--- config.mk ---
export PLATFORM = sky130hd
export DESIGN_NAME = light_sensor_lamp_switch
export DESIGN_NICKNAME = d
export VERILOG_FILES = /design/src/sv/lsls_pkg.sv /design/src/sv/lsls_front.sv /design/src/sv/lsls_queue.sv /design/src/sv/lsls_back.sv /design/src/sv/light_sensor_lamp_switch.sv
export SDC_FILE = /design/constraint.sdc
export NUM_CORES = 1
export LEC_CHECK = 0
export BUFFER_PORTS_ARGS = -buffer_cell sky130_fd_sc_hd__buf_2
export CAP_MARGIN = 20
export CORE_MARGIN = 3
export CORE_UTILIZATION = 58
export DETAILED_ROUTE_END_ITERATION = 16
export GPL_ROUTABILITY_DRIVEN = 1
export PLACE_DENSITY = 0.81
export SLEW_MARGIN = 10
export SYNTH_ARGS = -nofsm -noshare
export SYNTH_HDL_FRONTEND = slang
export SYNTH_HIERARCHICAL = 1
export SYNTH_SLANG_ARGS = --single-unit
--- constraint.sdc ---
create_clock -name i_clk -period 7.7 [get_ports i_clk]
set_clock_uncertainty 0.1 [all_clocks]
set_input_delay 0.77 -clock i_clk [delete_from_list [all_inputs] [get_ports i_clk]]
set_output_delay 0.77 -clock i_clk [all_outputs]
set_load 0.02 [all_outputs]
--- src/sv/lsls_pkg.sv ---
// ============================================================================
// lsls_pkg: shared types and constants for the light sensor lamp switch
// Register indexes, reset values, queue sizing and inter-module structs.
// ============================================================================
`default_nettype none

package lsls_pkg;

    // Samples per averaging group
    localparam int SAMPLES_DEF = 8;

    // Field widths
    localparam int SMP_W   = 12;
    localparam int MS_W    = 16;
    localparam int CFG_W   = 16;
    localparam int CIDX_W  = 3;

    // Queue between front and back
    localparam int QDEPTH  = 4;

    // Configuration register indexes
    localparam logic [CIDX_W-1:0] CFG_DARK_THRESHOLD = 3'd0;
    localparam logic [CIDX_W-1:0] CFG_HYSTERESIS     = 3'd1;
    localparam logic [CIDX_W-1:0] CFG_DARK_WHEN_LOW  = 3'd2;
    localparam logic [CIDX_W-1:0] CFG_MIN_ON_MS      = 3'd3;
    localparam logic [CIDX_W-1:0] CFG_MIN_OFF_MS     = 3'd4;

    // Configuration reset values
    localparam logic [SMP_W-1:0] RST_DARK_THRESHOLD = 12'd2048;
    localparam logic [SMP_W-1:0] RST_HYSTERESIS     = 12'd100;
    localparam logic             RST_DARK_WHEN_LOW  = 1'b0;
    localparam logic [MS_W-1:0]  RST_MIN_ON_MS      = 16'd1000;
    localparam logic [MS_W-1:0]  RST_MIN_OFF_MS     = 16'd1000;

    // Item classes handed from front to back
    typedef enum logic [1:0] {
        KIND_TICK,
        KIND_PART,
        KIND_GROUP
    } t_kind;

    typedef struct packed {
        t_kind             kind;
        logic [SMP_W-1:0]  avg;
    } t_qent;

    typedef struct packed {
        logic [SMP_W-1:0]  dark_threshold;
        logic [SMP_W-1:0]  hysteresis;
        logic              dark_when_low;
        logic [MS_W-1:0]   min_on_ms;
        logic [MS_W-1:0]   min_off_ms;
    } t_cfg;

endpackage

`default_nettype wire

--- src/sv/lsls_front.sv ---
// ============================================================================
// lsls_front: input acceptance, group accumulation and averaging
// Classifies each transaction, sums samples per group and divides the
// completed sum by SAMPLES through a reciprocal multiply into the queue.
// ============================================================================
`default_nettype none

module lsls_front #(
    parameter int SAMPLES = lsls_pkg::SAMPLES_DEF
) (
    input  wire logic                      i_clk,
    input  wire logic                      i_rst_n,
    input  wire logic                      i_valid,
    output logic                           o_stall,
    input  wire logic                      i_op,
    input  wire logic [lsls_pkg::SMP_W-1:0] i_sample,
    output logic                           o_q_wr,
    output lsls_pkg::t_qent                o_q_ent,
    input  wire logic                      i_q_full
);

    localparam int LG   = (SAMPLES > 1) ? $clog2(SAMPLES) : 0;
    localparam int CW   = (LG > 0) ? LG : 1;
    localparam int SW   = lsls_pkg::SMP_W + LG;
    // reciprocal exact for every sum below 2^SW
    localparam int K    = SW + LG;
    localparam int MW   = SW + 1;
    localparam int PW   = SW + MW;
    localparam longint unsigned MUL = ((64'd1 << K) + SAMPLES - 1) / SAMPLES;
    localparam logic [MW-1:0] RECIP = MW'(MUL);
    localparam logic [CW-1:0] LAST  = CW'(SAMPLES - 1);

    logic [SW-1:0]   r_sum,   n_sum;
    logic [CW-1:0]   r_count, n_count;
    logic            r_s1_valid, n_s1_valid;
    lsls_pkg::t_kind r_s1_kind,  n_s1_kind;
    logic [SW-1:0]   r_s1_sum,   n_s1_sum;

    logic            w_accept;
    logic            w_drain;
    logic [SW-1:0]   w_sum;
    logic            w_last;
    logic [PW-1:0]   w_prod;

    // handshake
    assign w_drain  = r_s1_valid && !i_q_full;
    assign o_stall  = r_s1_valid && i_q_full;
    assign w_accept = i_valid && !o_stall;

    assign w_sum  = r_sum + SW'(i_sample);
    assign w_last = (r_count == LAST);

    // accumulate and classify
    always_comb begin
        n_sum      = r_sum;
        n_count    = r_count;
        n_s1_valid = r_s1_valid && !w_drain;
        n_s1_kind  = r_s1_kind;
        n_s1_sum   = r_s1_sum;
        if (w_accept) begin
            n_s1_valid = 1'b1;
            n_s1_sum   = w_sum;
            if (!i_op) begin
                n_s1_kind = lsls_pkg::KIND_TICK;
            end else if (w_last) begin
                n_s1_kind = lsls_pkg::KIND_GROUP;
                n_sum     = '0;
                n_count   = '0;
            end else begin
                n_s1_kind = lsls_pkg::KIND_PART;
                n_sum     = w_sum;
                n_count   = r_count + CW'(1);
            end
        end
    end

    always_ff @(posedge i_clk) begin
        if (!i_rst_n) begin
            r_sum      <= '0;
            r_count    <= '0;
            r_s1_valid <= 1'b0;
        end else begin
            r_sum      <= n_sum;
            r_count    <= n_count;
            r_s1_valid <= n_s1_valid;
        end
        r_s1_kind <= n_s1_kind;
        r_s1_sum  <= n_s1_sum;
    end

    // divide by SAMPLES: multiply by reciprocal, keep the quotient bits
    assign w_prod = PW'(r_s1_sum) * PW'(RECIP);

    assign o_q_wr       = w_drain;
    assign o_q_ent.kind = r_s1_kind;
    assign o_q_ent.avg  = (r_s1_kind == lsls_pkg::KIND_GROUP) ?
                          w_prod[K +: lsls_pkg::SMP_W] : '0;

endmodule

`default_nettype wire

--- src/sv/lsls_queue.sv ---
// ============================================================================
// lsls_queue: small FIFO between front and back
// Register-based queue; head entry visible while not empty.
// ============================================================================
`default_nettype none

module lsls_queue (
    input  wire logic            i_clk,
    input  wire logic            i_rst_n,
    input  wire logic            i_wr,
    input  wire lsls_pkg::t_qent i_ent,
    output logic                 o_full,
    input  wire logic            i_rd,
    output logic                 o_empty,
    output lsls_pkg::t_qent      o_head
);

    localparam int PTR_W = $clog2(lsls_pkg::QDEPTH);
    localparam int CNT_W = $clog2(lsls_pkg::QDEPTH + 1);

    lsls_pkg::t_qent  r_mem [lsls_pkg::QDEPTH];
    logic [PTR_W-1:0] r_wptr, n_wptr;
    logic [PTR_W-1:0] r_rptr, n_rptr;
    logic [CNT_W-1:0] r_cnt,  n_cnt;
    logic             w_wr, w_rd;

    assign o_full  = (r_cnt == CNT_W'(lsls_pkg::QDEPTH));
    assign o_empty = (r_cnt == '0);
    assign w_wr    = i_wr && !o_full;
    assign w_rd    = i_rd && !o_empty;
    assign o_head  = r_mem[r_rptr];

    // pointer and count update
    always_comb begin
        n_wptr = w_wr ? r_wptr + PTR_W'(1) : r_wptr;
        n_rptr = w_rd ? r_rptr + PTR_W'(1) : r_rptr;
        n_cnt  = r_cnt;
        if (w_wr && !w_rd) begin
            n_cnt = r_cnt + CNT_W'(1);
        end else if (w_rd && !w_wr) begin
            n_cnt = r_cnt - CNT_W'(1);
        end
    end

    always_ff @(posedge i_clk) begin
        if (!i_rst_n) begin
            r_wptr <= '0;
            r_rptr <= '0;
            r_cnt  <= '0;
        end else begin
            r_wptr <= n_wptr;
            r_rptr <= n_rptr;
            r_cnt  <= n_cnt;
        end
    end

    // storage
    always_ff @(posedge i_clk) begin
        if (w_wr) begin
            r_mem[r_wptr] <= i_ent;
        end
    end

endmodule

`default_nettype wire

--- src/sv/lsls_back.sv ---
// ============================================================================
// lsls_back: lamp decision, dwell timer and result register
// Pops queued items, runs the hysteresis compare and minimum dwell check,
// keeps the millisecond counter and holds the result for the output side.
// ============================================================================
`default_nettype none

module lsls_back (
    input  wire logic                       i_clk,
    input  wire logic                       i_rst_n,
    input  wire lsls_pkg::t_cfg             i_cfg,
    input  wire logic                       i_q_empty,
    input  wire lsls_pkg::t_qent            i_q_head,
    output logic                            o_q_rd,
    output logic                            o_valid,
    input  wire logic                       i_stall,
    output logic                            o_lamp_on,
    output logic                            o_changed,
    output logic                            o_decided,
    output logic [lsls_pkg::SMP_W-1:0]      o_average
);

    localparam int WW = lsls_pkg::SMP_W + 1;

    logic                       r_lamp,  n_lamp;
    logic [lsls_pkg::MS_W-1:0]  r_since, n_since;
    logic                       r_out_valid, n_out_valid;
    logic                       r_out_lamp,  n_out_lamp;
    logic                       r_out_chg,   n_out_chg;
    logic                       r_out_dec,   n_out_dec;
    logic [lsls_pkg::SMP_W-1:0] r_out_avg,   n_out_avg;

    logic          w_pop;
    logic [WW-1:0] w_avg, w_thr, w_hys;
    logic          w_want;
    logic          w_hold;
    logic          w_change;

    assign w_pop  = !i_q_empty && (!r_out_valid || !i_stall);
    assign o_q_rd = w_pop;

    // hysteresis compare at full precision
    assign w_avg = WW'(i_q_head.avg);
    assign w_thr = WW'(i_cfg.dark_threshold);
    assign w_hys = WW'(i_cfg.hysteresis);

    always_comb begin
        if (i_cfg.dark_when_low) begin
            w_want = r_lamp ? (w_avg <= w_thr + w_hys) : (w_avg <= w_thr);
        end else begin
            w_want = r_lamp ? (w_avg + w_hys >= w_thr) : (w_avg >= w_thr);
        end
    end

    // minimum dwell
    assign w_hold   = r_lamp ? (r_since < i_cfg.min_on_ms) : (r_since < i_cfg.min_off_ms);
    assign w_change = (w_want != r_lamp) && !w_hold;

    // state and result update
    always_comb begin
        n_lamp      = r_lamp;
        n_since     = r_since;
        n_out_valid = r_out_valid && i_stall;
        n_out_lamp  = r_out_lamp;
        n_out_chg   = r_out_chg;
        n_out_dec   = r_out_dec;
        n_out_avg   = r_out_avg;
        if (w_pop) begin
            n_out_valid = 1'b1;
            n_out_chg   = 1'b0;
            n_out_dec   = 1'b0;
            n_out_avg   = '0;
            unique case (i_q_head.kind)
                lsls_pkg::KIND_TICK: begin
                    if (r_since != '1) begin
                        n_since = r_since + lsls_pkg::MS_W'(1);
                    end
                end
                lsls_pkg::KIND_PART: begin
                end
                lsls_pkg::KIND_GROUP: begin
                    n_out_dec = 1'b1;
                    n_out_avg = i_q_head.avg;
                    if (w_change) begin
                        n_lamp    = !r_lamp;
                        n_since   = '0;
                        n_out_chg = 1'b1;
                    end
                end
                default: begin
                end
            endcase
            n_out_lamp = n_lamp;
        end
    end

    always_ff @(posedge i_clk) begin
        if (!i_rst_n) begin
            r_lamp      <= 1'b0;
            r_since     <= '0;
            r_out_valid <= 1'b0;
        end else begin
            r_lamp      <= n_lamp;
            r_since     <= n_since;
            r_out_valid <= n_out_valid;
        end
        r_out_lamp <= n_out_lamp;
        r_out_chg  <= n_out_chg;
        r_out_dec  <= n_out_dec;
        r_out_avg  <= n_out_avg;
    end

    assign o_valid   = r_out_valid;
    assign o_lamp_on = r_out_lamp;
    assign o_changed = r_out_chg;
    assign o_decided = r_out_dec;
    assign o_average = r_out_avg;

endmodule

`default_nettype wire

--- src/sv/light_sensor_lamp_switch.sv ---
// ============================================================================
// light_sensor_lamp_switch: hysteresis lamp switch with minimum dwell time
// Path: accumulate stage, queue and result register, each registered; a
// stall on the output channel can hold items in the queue and accumulate
// stage. Throughput: one transaction per cycle while neither channel is
// stalled, set by the combinational accumulate and decision paths.
// Reset: synchronous active low; lamp off, counters and sums cleared,
// configuration registers return to their defaults.
// ============================================================================
`default_nettype none

module light_sensor_lamp_switch #(
    parameter int SAMPLES = lsls_pkg::SAMPLES_DEF
) (
    input  wire logic                        i_clk,
    input  wire logic                        i_rst_n,
    // configuration
    input  wire logic                        i_cfg_wr,
    input  wire logic [lsls_pkg::CIDX_W-1:0] i_cfg_idx,
    input  wire logic [lsls_pkg::CFG_W-1:0]  i_cfg_data,
    // input channel
    input  wire logic                        i_valid,
    output logic                             o_stall,
    input  wire logic                        i_op,
    input  wire logic [lsls_pkg::SMP_W-1:0]  i_sample,
    // output channel
    output logic                             o_valid,
    input  wire logic                        i_stall,
    output logic                             o_lamp_on,
    output logic                             o_changed,
    output logic                             o_decided,
    output logic [lsls_pkg::SMP_W-1:0]       o_average
);

    lsls_pkg::t_cfg  r_cfg, n_cfg;
    lsls_pkg::t_qent w_q_in, w_q_head;
    logic            w_q_wr, w_q_full, w_q_rd, w_q_empty;

    // configuration registers
    always_comb begin
        n_cfg = r_cfg;
        if (i_cfg_wr) begin
            unique case (i_cfg_idx)
                lsls_pkg::CFG_DARK_THRESHOLD:
                    n_cfg.dark_threshold = i_cfg_data[lsls_pkg::SMP_W-1:0];
                lsls_pkg::CFG_HYSTERESIS:
                    n_cfg.hysteresis = i_cfg_data[lsls_pkg::SMP_W-1:0];
                lsls_pkg::CFG_DARK_WHEN_LOW:
                    n_cfg.dark_when_low = i_cfg_data[0];
                lsls_pkg::CFG_MIN_ON_MS:
                    n_cfg.min_on_ms = i_cfg_data[lsls_pkg::MS_W-1:0];
                lsls_pkg::CFG_MIN_OFF_MS:
                    n_cfg.min_off_ms = i_cfg_data[lsls_pkg::MS_W-1:0];
                default: begin
                end
            endcase
        end
    end

    always_ff @(posedge i_clk) begin
        if (!i_rst_n) begin
            r_cfg.dark_threshold <= lsls_pkg::RST_DARK_THRESHOLD;
            r_cfg.hysteresis     <= lsls_pkg::RST_HYSTERESIS;
            r_cfg.dark_when_low  <= lsls_pkg::RST_DARK_WHEN_LOW;
            r_cfg.min_on_ms      <= lsls_pkg::RST_MIN_ON_MS;
            r_cfg.min_off_ms     <= lsls_pkg::RST_MIN_OFF_MS;
        end else begin
            r_cfg <= n_cfg;
        end
    end

    // front: accept, accumulate, average
    lsls_front #(
        .SAMPLES (SAMPLES)
    ) u_front (
        .i_clk    (i_clk),
        .i_rst_n  (i_rst_n),
        .i_valid  (i_valid),
        .o_stall  (o_stall),
        .i_op     (i_op),
        .i_sample (i_sample),
        .o_q_wr   (w_q_wr),
        .o_q_ent  (w_q_in),
        .i_q_full (w_q_full)
    );

    // decoupling queue
    lsls_queue u_queue (
        .i_clk   (i_clk),
        .i_rst_n (i_rst_n),
        .i_wr    (w_q_wr),
        .i_ent   (w_q_in),
        .o_full  (w_q_full),
        .i_rd    (w_q_rd),
        .o_empty (w_q_empty),
        .o_head  (w_q_head)
    );

    // back: decision and result
    lsls_back u_back (
        .i_clk     (i_clk),
        .i_rst_n   (i_rst_n),
        .i_cfg     (r_cfg),
        .i_q_empty (w_q_empty),
        .i_q_head  (w_q_head),
        .o_q_rd    (w_q_rd),
        .o_valid   (o_valid),
        .i_stall   (i_stall),
        .o_lamp_on (o_lamp_on),
        .o_changed (o_changed),
        .o_decided (o_decided),
        .o_average (o_average)
    );

endmodule

`default_nettype wire
# Word-level counts from Yosys, hierarchy flattened
# Memory sizes are Yosys's and may differ from the RTL's. A register that Yosys moved wholly into a read port is not among the register bits.
# Cells that the tools add are included.
[totals]
mem_bits_ro = 0
out_inout_bits = 17
word_cells = 105
input_bits = 37
latchBits = 0
mem_bits_rw = 56
mem_count = 1
reg_bits = 133
[op_classes]
multipliers = 0
n_reduce_logical = 34
n_addsub = 9
shifts = 0
div_mod_pow = 0
n_bitwise = 0
magnitude_cmp = 6
mux = 23
n_eq_ne = 12
[mem_list]
columns = ["memory", "words", "word_bits", "rd", "rd_clocked_by_memory_dff", "wr", "line_no", "text"]
rows = [
  ["u_queue.r_mem", 4, 14, 1, 1, 1, "lsls_queue.sv:21", "lsls_pkg::t_qent r_mem [lsls_pkg::QDEPTH];"],
]
[op_table]
columns = ["cell", "n"]
rows = [
  ["< comparator 16 bit", 2],
  ["2-to-1 mux 16 bit", 2],
  ["case mux 16 bit (2 select lines)", 1],
  ["adder 12 x 12 -> 13 bit", 2],
  ["adder 16 x 1 -> 16 bit (second input constant)", 1],
  ["!= test 16 bit (second input constant)", 1],
  ["adder 15 x 12 -> 15 bit", 1],
  ["2-to-1 mux 15 bit", 1],
  ["greater-or-equal comparator 13 x 12 -> 1 bit", 1],
  ["less-or-equal comparator 12 x 13 -> 1 bit", 1],
  ["greater-or-equal comparator 12 bit", 1],
  ["less-or-equal comparator 12 bit", 1],
  ["2-to-1 mux 1 bit", 12],
  ["2-to-1 mux 12 bit", 1],
  ["AND reduction 2 bit", 6],
  ["logical AND 1 bit", 11],
  ["zero test 1 bit", 10],
  ["equality test 3 bit (second input constant)", 3],
  ["2-to-1 mux 3 bit", 3],
  ["adder 3 x 1 -> 3 bit (second input constant)", 2],
  ["equality test 3 x 2 -> 1 bit (second input constant)", 2],
  ["zero test 3 bit", 2],
  ["2-to-1 mux 2 bit", 3],
  ["adder 2 x 1 -> 2 bit (second input constant)", 2],
  ["9 further kinds", 12],
]

# Longest topological paths before layout
# Gate-level depths: netlist of the first run.
[logic_depth]
word_depth = 8
ltp_mapped = 22

# By module
# The synthesis of the first run kept the hierarchy.
[modules_own_cells]
columns = ["module", "area_each_um2", "seq_area_each_um2", "n_inst", "cells_per_inst"]
rows = [
  ["lsls_back", 4177.8, 810.8, 1, 503],
  ["lsls_queue", 2522.4, 1861.8, 1, 121],
  ["light_sensor_lamp_switch", 2254.7, 1141.1, 1, 215],
  ["lsls_front", 1856.8, 800.8, 1, 176],
]

# Worst setup path before layout of the first run
# Ideal clock, no wire load.
[synth_path]
path_kind = "flip-flop to flip-flop"
startpoint = "register (tool-made name)"
endpoint = "register u_back/r_since[3] in the netlist's numbering"
setup_slack_ns = 3.221
t_arrival_ns = 4.306
synth_period_minus_slack_ns = 4.479
path_buffers = 3
path_stages_with_launch = 21
required_ns = 7.527
path_cell_list = "dfxtp_1 > buf_6 > buf_12 > mux4_2 > ha_1 > a21o_1 > a21oi_1 > nor2b_1 > o21ai_0 > a21oi_1 > a211o_1 > a21oi_1 > xnor2_1 > ha_1 > a221o_1 > a211oi_1 > a21oi_1 > o311a_1 > a21bo_2 > buf_6 > o22ai_2"
[synth_rtl]
columns = ["item", "line_no", "text"]
rows = [
  ["to (signal assigned)", "lsls_back.sv:104", "r_since <= n_since;"],
  ["to (decl)", "lsls_back.sv:26", "logic [lsls_pkg::MS_W-1:0] r_since, n_since;"],
]

==> results of run 1 <==
[power breakdown]
part	switching, W	internal, W
registers	0.0000641	0.00116
logic	0.000486	0.000337
clock network	0.000416	0.000526
total	0.000966	0.00202
[logic make-up after synthesis]
| family | count (synthesis) | share of synthesized area (%) |
|---|---|---|
| AND/OR/NAND/NOR | 298 | 14.82 |
| buffers and inverters | 106 | 4.455 |
| adder cells (fa/ha/maj) | 114 | 13.47 |
| AO/OA/AOI/OAI | 196 | 12.80 |
| flip-flops | 188 | 42.68 |
| XOR/XNOR | 37 | 2.997 |
| multiplexers | 76 | 8.772 |
[cells in the mapped netlist (7+ instances only)]
| cell | count |
|---|---|
| nand4_1 | 8 |
| nand3_1 | 26 |
| or3_1 | 7 |
| nor2_1 | 30 |
| o21ai_0 | 32 |
| xor2_1 | 12 |
| and2_1 | 37 |
| ha_1 | 110 |
| nor2b_1 | 46 |
| mux4_2 | 14 |
| a21o_1 | 23 |
| nand2_1 | 96 |
| edfxtp_1 | 85 |
| a22o_1 | 7 |
| dfxtp_1 | 103 |
| mux2i_1 | 61 |
| clkbuf_1 | 15 |
| inv_1 | 75 |
| xnor2_1 | 25 |
| nand2b_1 | 10 |
| nor3_1 | 8 |
| buf_6 | 7 |
| a21oi_1 | 46 |
[stage by stage]
step / total power [W] / setup WS (ns)
after detailed placement: 0.002050 / 2.314
after CTS: 0.002999 / 2.275
final: 0.002988 / 2.258
after global routing: 0.003132 / 1.833
after floorplan: 0.001847 / 3.221
after global placement: 0.002026 / 2.382
[per-layer routing]
layer	track usage (%)	wire [um]
met1	29.90	10290
met2	39.00	11170
met3	4.435	1200
met4	8.054	455
met5	0	0
[worst max path at each step]
stage               startpoint           endpoint  slack, ns  cells past startpoint
detailed placement   flip-flop  u_back/r_since[9]       2.31                     17
floorplan            flip-flop  u_back/r_since[3]       3.22                     20
finish               flip-flop  u_back/r_since[9]       2.26                     17
CTS                  flip-flop  u_back/r_since[9]       2.27                     17
global placement     flip-flop  u_back/r_since[9]       2.38                     17
global route         flip-flop  u_back/r_since[9]       1.83                     19
[worst max-delay path, stage by stage, from the launching register on]
cell and delay, ns:
dfxtp_1 0.91, mux4_2 0.66, ha_1 0.30, a21o_1 0.16, a21oi_1 0.24, nor2b_1 0.07
o21ai_0 0.22, a21oi_1 0.17, a211o_1 0.28, a21oi_1 0.17, xnor2_1 0.14, ha_1 0.27
a221o_1 0.34, a211oi_1 0.19, a21oi_1 0.17, o21ai_0 0.28, a21bo_2 0.45, o221ai_1 0.16
[flip-flops by register name, indices dropped and copies added, names as in the netlist, named ones only]
register / flops
u_queue/r_cnt: 3
u_front/r_count: 3
u_back/o_average: 12
u_front/r_s1_sum: 12
r_cfg: 57
u_front/r_sum: 15
u_queue/r_rptr: 2
u_back/o_changed: 1
u_queue/r_wptr: 2
u_back/r_lamp: 1
u_back/o_valid: 1
u_front/r_s1_valid: 1
u_front/r_s1_kind: 2
u_back/o_decided: 1
u_back/o_lamp_on: 1
u_queue/r_mem: 56
u_back/r_since: 16
[layout make-up]
type                            instances  area (um^2)
Multi-Input combinational cell        721         5719
Clock inverter                         14        198.9
Inverter                               75        281.5
Fill cell                            1415         6311
Sequential cell                       188         4614
Clock buffer                           18        429.2
Timing Repair Buffer                   58        306.5
Tap cell                              229        286.5
[cell usage in the layout (no fill, tap or decap), types with 12 or more instances in the layout]
cell,n
ha_1,110
dfxtp_1,103
nand2_1,96
edfxtp_1,85
inv_1,75
mux2i_1,61
buf_2,53
nor2b_1,46
a21oi_1,45
and2_1,37
o21ai_0,32
nor2_1,30
nand3_1,26
xnor2_1,25
a21o_1,23
clkbuf_16,17
mux4_2,14
xor2_1,12
==> summary.txt, run 1 <==
STA
  – Endpoints failing hold: 0
  – Finish-stage setup viols: 0
  – RSZ-0062 raised after global routing: no
  – Period utilisation layout: a little over two thirds
  – Max Clk Rate: roughly 180 MHz
  – Final hold slack: ~0.36 ns
  – Min Clock Period, post-route: approximately 5.4 ns
  – Setup_tns: 0 ns
  – Rel. slew slack: ~37%
  – Worst slew pin tran: 0.9510 ns
  – Max-slew violation count: 0

Placement
  – Inst Count DP: roughly 1300
  – I/O Buffers: 53
  – Routability Congestion: 0.9159
  – DP Area: roughly 11000 um^2
  – Detail Placement HPWL: ~17000 um

Global routing
  – Total gr overflow: 0
  – GRT Total Usage: a little under a quarter
  – Vias in the first global route: approximately 7500
  – Global-route wire length before repair: roughly 37000 um
  – Largest net degree at the start of global routing: between 100 and 150
  – Initial antenna violation count: 0

Run
  – Maxcap violations: 0

Worst setup path
  – Reg-to-Reg End: u_back/r_since[9]
  – Depth of the worst register-to-register path: 17
  – Critical path arrival: 5.64 ns
  – Worst setup EP type: flip-flop
  – Worst Path Required: 7.90 ns
  – CP max FO: 14
  – Startpoint types: flip-flop
  – Reg2Reg Setup Slack: roughly 2.3 ns
  – Crit path kind: reg2reg

Cells and area
  – Layout cell share with drive strength beyond 1: between 10% and 20%
  – Final non-filler cell total: about 1300
  – Final Net Count: roughly 1200
  – Final Core Density: between 60% and 70%
  – Post-route design area: between 10000 and 15000 um^2
  – P&R area growth vs syn: 9.479%
  – Ant diodes: 0

Logic synthesis
  – Syn avg cell area: 10.65 um^2
  – Predominant post-synthesis flop cell: dfxtp_1
  – Yosys warns: 6
  – Ys async rst share: 0%
  – Area leader, netlist: edfxtp_1
  – Seq cells post-synth: approximately 190
  – Dominant cells by area after synthesis: edfxtp_1 (24%), dfxtp_1 (19%), ha_1 (13%)
  – Proportion of netlist area held by the largest area contributor: 23.61%
  – Synthesized area: about 11000 um^2
  – Count of different cell masters after synthesis: 85
  – Mapped Cells: approximately 1000
  – Number of synthesized flops with an enable pin: between 80 and 90
  – Seq/Total Area, Yosys: a little over two fifths
  – Syn Nets: roughly 1200

Run status
  – Outcome: finished clean

Clock tree
  – CTS Root Cell: clkbuf_16
  – CTS clk-pin slew, worst paths: ~0.070 ns
  – Worst-Skew Late Latency: approximately 0.44 ns
  – CTS buffer count: 17
  – Max Buffers Root-to-Sink: 2
  – H-tree depth: 4
  – CTS sink count: 188
  – CTS tree: done
  – Post-cts sizing count: 0
  – Cts hold-fix bufs: 0
  – Setup bufs post-CTS: 0

Power and ir drop
  – Leakage: between 4 and 5 nW
  – Maximum vdd drop: roughly 0.00018 V
  – P per Cell Area: 252.5 nW/um^2

Detailed routing
  – Via Count: about 7700
  – Vias/cell: between 5 and 6
  – DR WL/cell: 17.75 um
  – DRT antenna net count: 0
  – Final wirelength: between 20000 and 25000 um
  – DR iter-0 viols: around 560
  – DR DRC count: 0
  – Pre-Repair DR Iteration Count: 7

Floorplanning
  – Chip Width: approximately 140 um
  – Core box area: between 15000 and 20000 um^2
  – Initial Utilization: 59.58%
  – Io pins: 54
  – Row cnt: a little under 50
  – Die Area: slightly above 20000 um^2
  – Die height: about 140 um

Min path
  – Hold depth: 2
  – HP Class: reg2reg
  – Hold path start: r_cfg[12]
  – Hold Crit Endpoint: r_cfg[12]
(Power assumes the default switching activity.)
==> inputs of run 2 (changes only) <==
--- a/config.mk
+++ b/config.mk
@@ -8,10 +8,10 @@
 export BUFFER_PORTS_ARGS = -buffer_cell sky130_fd_sc_hd__buf_2
 export CAP_MARGIN = 20
 export CORE_MARGIN = 3
-export CORE_UTILIZATION = 58
+export CORE_UTILIZATION = 56
 export DETAILED_ROUTE_END_ITERATION = 16
 export GPL_ROUTABILITY_DRIVEN = 1
-export PLACE_DENSITY = 0.81
+export PLACE_DENSITY = 0.82
 export SLEW_MARGIN = 10
 export SYNTH_ARGS = -nofsm -noshare
 export SYNTH_HDL_FRONTEND = slang
==> constraint.sdc (replaced) <==
create_clock -name i_clk -period 4.8 [get_ports i_clk]
set_clock_uncertainty 0.1 [all_clocks]
set_input_delay 0.48 -clock i_clk [delete_from_list [all_inputs] [get_ports i_clk]]
set_output_delay 0.48 -clock i_clk [all_outputs]
set_load 0.02 [all_outputs]
==> run 2 against run 1 <==
Setup slack worse by 2.0 ns. Core utilization down 2.0 points. Worst hold slack worse by 0.20 ns. Die area up 3.4%. First-iteration DRC count down 18%. Power up 55%. Largest power group unchanged.
==> summary.txt, run 2 (same netlist as run 1, synthesis figures left out) <==
Worst setup path
  – Startpoint types: flip-flop
  – Worst path top cell family by delay: compound AO/OA/AOI/OAI gates
  – Worst setup EP type: flip-flop
  – Most used cell along the critical path: ha_1
  – Critical path buffers and inverters: 1
  – Critical path arrival: 4.83 ns
  – CP max FO: 13
  – Worst Path Required: 5.05 ns
  – Crit-path cells: mux4_2 -> ha_1 -> inv_1 -> fa_1 -> nor2b_1 -> o31a_1 -> o211a_1 -> o21a_1 -> nor2_1 -> xnor2_1 -> ha_1 -> a21o_1 -> a221o_1 -> a211oi_1 -> a21oi_1 -> o311a_1 -> a21bo_4 -> o221ai_1
  – Critical path's largest stage delay: approximately 0.52 ns
  – Worst path slowest cell: mux4_2
  – Crit path kind: reg2reg

STA
  – Period utilisation layout: a little over nine tenths
  – Endpoints failing hold: 0
  – RSZ-0062 raised after global routing: no
  – Rel. slew slack: 48.02%
  – Min Clock Period, post-route: ~4.6 ns
  – Finish-stage setup viols: 0
  – Max Clk Rate: between 200 and 250 MHz
  – Worst slew pin tran: between 0.7 and 0.8 ns
  – Max-slew violation count: 0

Placement
  – Detail Placement HPWL: 16950 um
  – DP Area: between 10000 and 15000 um^2
  – Routability Congestion: slightly above 0.9
  – I/O Buffers: 53

Clock tree
  – CTS clk-pin slew, worst paths: about 0.07 ns
  – CTS buffer count: 17
  – CTS sink count: between 150 and 200
  – CTS Root Cell: clkbuf_16
  – Cts hold-fix bufs: 0
  – Max Buffers Root-to-Sink: 2
  – Worst-Skew Late Latency: roughly 0.44 ns
  – CTS tree: done
  – H-tree depth: 4
  – Setup bufs post-CTS: 0

Detailed routing
  – DRT antenna net count: 0
  – WL met2: about 11000 um
  – DR DRC count: 0
  – DR WL/cell: between 15 and 20 um
  – Pre-Repair DR Iteration Count: 5
  – Highest routed layer: met4
  – Final wirelength: between 20000 and 25000 um
  – Wl on met1: a little over 10000 um
  – Routed length on met3: about 800 um
  – DR iter-0 viols: around 460
  – Via Count: a little under 8000
  – Vias/cell: around 5.7

Floorplanning
  – Row cnt: 50
  – Chip Width: between 100 and 150 um
  – Die Area: around 21000 um^2
  – Core box area: 18830 um^2
  – Initial Utilization: between 50% and 60%
  – Io pins: 54
  – Die height: about 140 um

Cells and area
  – Top flop regs: r_cfg (57), u_queue/r_mem (56), u_back/r_since (16)
  – Layout cell share with drive strength beyond 1: 13.71%
  – Post-route design area: approximately 12000 um^2
  – Leading cell type in the layout, fill and taps excluded: ha_1
  – Final Net Count: about 1200
  – Most frequent cells in the layout: ha_1 (110), dfxtp_1 (102), nand2_1 (96)
  – Max FFs per register: 57
  – Ant diodes: 0
  – Largest Register: r_cfg
  – P&R area growth vs syn: 10.16%

Global routing
  – Largest net degree at the start of global routing: 86
  – Global-route wire length before repair: roughly 38000 um
  – Vias in the first global route: approximately 7700
  – Initial antenna violation count: 0
  – Total gr overflow: 0
  – GRT Total Usage: about 22%

Min path
  – HP Class: in2reg

Run
  – Maxcap violations: 0

Run status
  – Outcome: finished clean

Power and ir drop
  – Maximum vdd drop: ~0.00027 V
  – P per Cell Area: between 300 and 400 nW/um^2
  – Leakage: around 5 nW
  – Total chip power: approximately 0.0046 W
-- run 2: layout make-up --
class	count	area [um^2]
clock inverters	10	86.33
clock buffers	22	457.9
flip-flops and latches	188	4618
well taps	260	325.3
repair buffers	71	411.6
fillers	1459	6920
inverters	75	281.5
multi-input cells	721	5729
-- run 2: final timing paths --
path	startpoint	to	slack, ns	depth (start not counted)
setup / recovery	flip-flop	u_back/r_since[9]	0.22	18
setup reg to reg	flip-flop	u_back/r_since[9]	0.22	18
hold reg to reg	r_cfg[18]	r_cfg[18]	0.36	2
hold / removal	i_valid	u_front/r_s1_valid	0.16	2
-- run 2: power breakdown --
part,internal (W),leakage (nW),switching (W)
Clock,0.000692,0.263,0.000623
Sequential,0.00186,1.64,0.0000866
Combinational,0.000583,3.09,0.000792
Total,0.00314,5.00,0.00150
-- run 2: per-layer routing --
layer | vias to the layer above | global-route usage, %
met5 | - | 0
met4 | 0 | 8.836
met3 | 45 | 3.248
met2 | 175 | 37.09
met1 | 3690 | 28.09
li1 | 3788 | -
-- run 2: through the flow --
| stage | worst slack, ns | setup TNS (ns) | hold WS [ns] | cells | util [%] |
|---|---|---|---|---|---|
| finish | 0.2177 | 0 | 0.1585 | 1347 | 63.25 |
| global placement | 0.1083 | 0 | 0.3437 | 1314 | 60.19 |
| detailed placement | -0.04152 | -0.08293 | 0.3526 | 1314 | 60.19 |
| global route | 0.01346 | 0 | 0.1533 | 1347 | 63.25 |
| CTS | 0.03699 | 0 | 0.1430 | 1346 | 63.13 |
| floorplan | 0.3209 | 0 | 0.3347 | 1015 | - |
-- run 2: what timing repair did --
action	in CTS	in global routing
gates resized for setup	3	7
pin swaps	0	0
endpoints found under the setup margin	8	17
==> inputs of run 3 (changes only) <==
--- a/config.mk
+++ b/config.mk
@@ -7,6 +7,7 @@
 export LEC_CHECK = 0
 export BUFFER_PORTS_ARGS = -buffer_cell sky130_fd_sc_hd__buf_2
 export CAP_MARGIN = 20
+export CORE_ASPECT_RATIO = 2
 export CORE_MARGIN = 3
 export CORE_UTILIZATION = 56
 export DETAILED_ROUTE_END_ITERATION = 16
==> run 3 against run 2 <==
Final cell count grew 0.22%. Core utilization increased by 0.42 points. Non-clock buffer count is 7 higher. Sequential share of layout area is 0.47 points lower. Clock power grew 6%. Wire length is 11% higher. Worst hold slack lost 0.0014 ns.
==> summary.txt, run 3 (same netlist as run 1, synthesis figures left out) <==
Run status
  – Outcome: finished clean

Cells and area
  – Multi-input gate area: 5772 um^2
  – P&R area growth vs syn: 11.42%
  – FILL cells: 1494
  – Post-route design area: approximately 12000 um^2
  – Leading cell type in the layout, fill and taps excluded: ha_1
  – Top flop regs: r_cfg (57), u_queue/r_mem (56), u_back/r_since (16)
  – Max FFs per register: 57
  – Final Net Count: 1233
  – Most frequent cells in the layout: ha_1 (110), dfxtp_1 (103), nand2_1 (96)
  – Layout cell share with drive strength beyond 1: roughly 15%
  – Ant diodes: 0
  – Largest Register: r_cfg
  – Register area: approximately 4600 um^2

Global routing
  – Vias in the first global route: around 8100
  – Initial antenna violation count: 0
  – Largest net degree at the start of global routing: 68
  – GRT Total Usage: between 20 and 25%
  – Total gr overflow: 0
  – Global-route wire length before repair: about 40000 um

Worst setup path
  – Worst Path Required: between 5 and 6 ns
  – Worst path slowest cell: mux4_2
  – Most used cell along the critical path: ha_1
  – Crit-path cells: buf_12 -> mux4_2 -> ha_1 -> inv_1 -> fa_2 -> nor2b_1 -> o31a_1 -> o211a_1 -> o21a_1 -> nor2_1 -> xnor2_1 -> ha_1 -> a21o_1 -> a221o_1 -> a211oi_2 -> a21oi_2 -> o311a_4 -> a21bo_4 -> o221ai_1
  – Worst setup EP type: flip-flop
  – Depth of the worst register-to-register path: 19
  – Reg2Reg Setup Slack: approximately 0.13 ns
  – Startpoint types: flip-flop
  – Critical path arrival: between 4 and 5 ns
  – CP max FO: 10
  – Crit path kind: reg2reg
  – Reg-to-Reg End: u_back/r_since[14]
  – Critical path's largest stage delay: about 0.52 ns

STA
  – Worst slew pin tran: between 1 and 1.5 ns
  – Setup_tns: 0 ns
  – Min Clock Period, post-route: around 4.7 ns
  – Max Clk Rate: 214.4 MHz
  – Max-slew violation count: 0
  – Finish-stage setup viols: 0
  – Endpoints failing hold: 0
  – Setup WS post-layout: 0.1349 ns
  – Final hold slack: between 0.15 and 0.2 ns
  – Rel. slew slack: approximately 30%
  – Period utilisation layout: between 90% and 100%

Placement
  – I/O Buffers: between 50 and 60
  – Pre-CTS setup slack: 0.02235 ns
  – Detail Placement HPWL: approximately 19000 um
  – Routability Congestion: about 0.99
  – DP Area: 11350 um^2

Power and ir drop
  – Leakage: approximately 5.1 nW
  – Maximum vdd drop: ~0.00035 V
  – Combinational Power Share: between 30% and 40%
  – P per Cell Area: 397.7 nW/um^2
  – Seq pwr share: 40.6%
  – Cell Int Power: about 0.0032 W
  – Switching portion of total power: 33.71%
  – Clock power share: between 20 and 30%
  – Sw power: ~0.0016 W

Clock tree
  – Worst-Skew Late Latency: around 0.44 ns
  – Max Buffers Root-to-Sink: 2
  – Cts hold-fix bufs: 0
  – CTS clk-pin slew, worst paths: roughly 0.080 ns
  – H-tree depth: 4
  – CTS Root Cell: clkbuf_16
  – CTS buffer count: 17
  – CTS tree: done
  – CTS sink count: 188

Detailed routing
  – DR WL/cell: between 15 and 20 um
  – Pre-Repair DR Iteration Count: 5
  – Vias/cell: a little under 6
  – DRT antenna net count: 0
  – Final wirelength: between 20000 and 30000 um
  – DR DRC count: 0
  – DR iter-0 viols: approximately 360
  – Via Count: slightly below 8000

Min path
  – Hold path start: i_valid
  – Hold Crit Endpoint: u_front/r_s1_valid
  – Hold depth: 2
  – HP Class: in2reg

Floorplanning
  – Core box area: ~19000 um^2
  – Row cnt: 71
  – Die height: approximately 200 um
  – Die Area: approximately 21000 um^2
  – Io pins: 54
  – Chip Width: roughly 100 um
  – Initial Utilization: 57.14%

Run
  – Maxcap violations: 0
## run 3: worst max-delay path, delay by kind of cell (launching register included)
family / cells / cell delay [ns]
XOR/XNOR: 1 / 0.13
buffers and inverters: 2 / 0.23
AO/OA/AOI/OAI: 10 / 2.35
AND/OR/NAND/NOR: 2 / 0.17
flip-flops: 1 / 0.37
adder cells (fa/ha/maj): 3 / 0.69
multiplexers: 1 / 0.52
## run 3: worst max-delay path by stage
stage               from            endpoint  slack [ns]  depth (start not counted)
6_report       flip-flop  u_back/r_since[14]        0.13                         19
5_1_grt        flip-flop   u_back/r_since[9]      -0.001                         18
4_1_cts        flip-flop  u_back/r_since[14]        0.03                         18
3_5_place_dp   flip-flop  u_back/r_since[14]        0.02                         18
3_3_place_gp   flip-flop   u_back/r_since[9]        0.15                         18
2_1_floorplan  flip-flop   u_back/r_since[4]        0.32                         20
## run 3: cell type report
type / count / area share, %
Multi-Input combinational cell: 722 / 47.91
Clock buffer: 18 / 3.646
Clock inverter: 14 / 1.288
Inverter: 75 / 2.337
Tap cell: 255 / 2.649
Timing Repair Buffer: 78 / 3.864
Sequential cell: 188 / 38.30
## run 3: power groups by stage
stage | Combinational, W | Sequential [W] | Clock (W)
CTS | 0.00140 | 0.00195 | 0.00140
global placement | 0.00135 | 0.00198 | 0
floorplan | 0.000927 | 0.00204 | 0
global route | 0.00160 | 0.00196 | 0.00147
finish | 0.00146 | 0.00195 | 0.00139
detailed placement | 0.00138 | 0.00198 | 0
## run 3: per-layer routing
metal	vias to the layer above	wire length, um	track usage (%)	part of all wire (%)
met5	-	0	0	0
met4	0	1802	16.69	7.1
met3	84	838	3.882	3.3
met2	201	13710	46.18	54
met1	3803	8930	23.90	35
li1	3807	-	-	-
## run 3: per-stage QoR
stage / util (%) / total power (W) / cells
after floorplan: - / 0.002962 / 1015
after global placement: 60.01 / 0.003330 / 1311
after detailed placement: 60.01 / 0.003364 / 1311
after CTS: 63.18 / 0.004748 / 1343
after global routing: 63.66 / 0.005028 / 1350
final: 63.66 / 0.004791 / 1350
## run 3: what timing repair did
action,CTS,global route
setup endpoints to repair,2,19
setup buffers,0,6
pin swaps,0,2
gates cloned,0,1
resized for setup,1,10
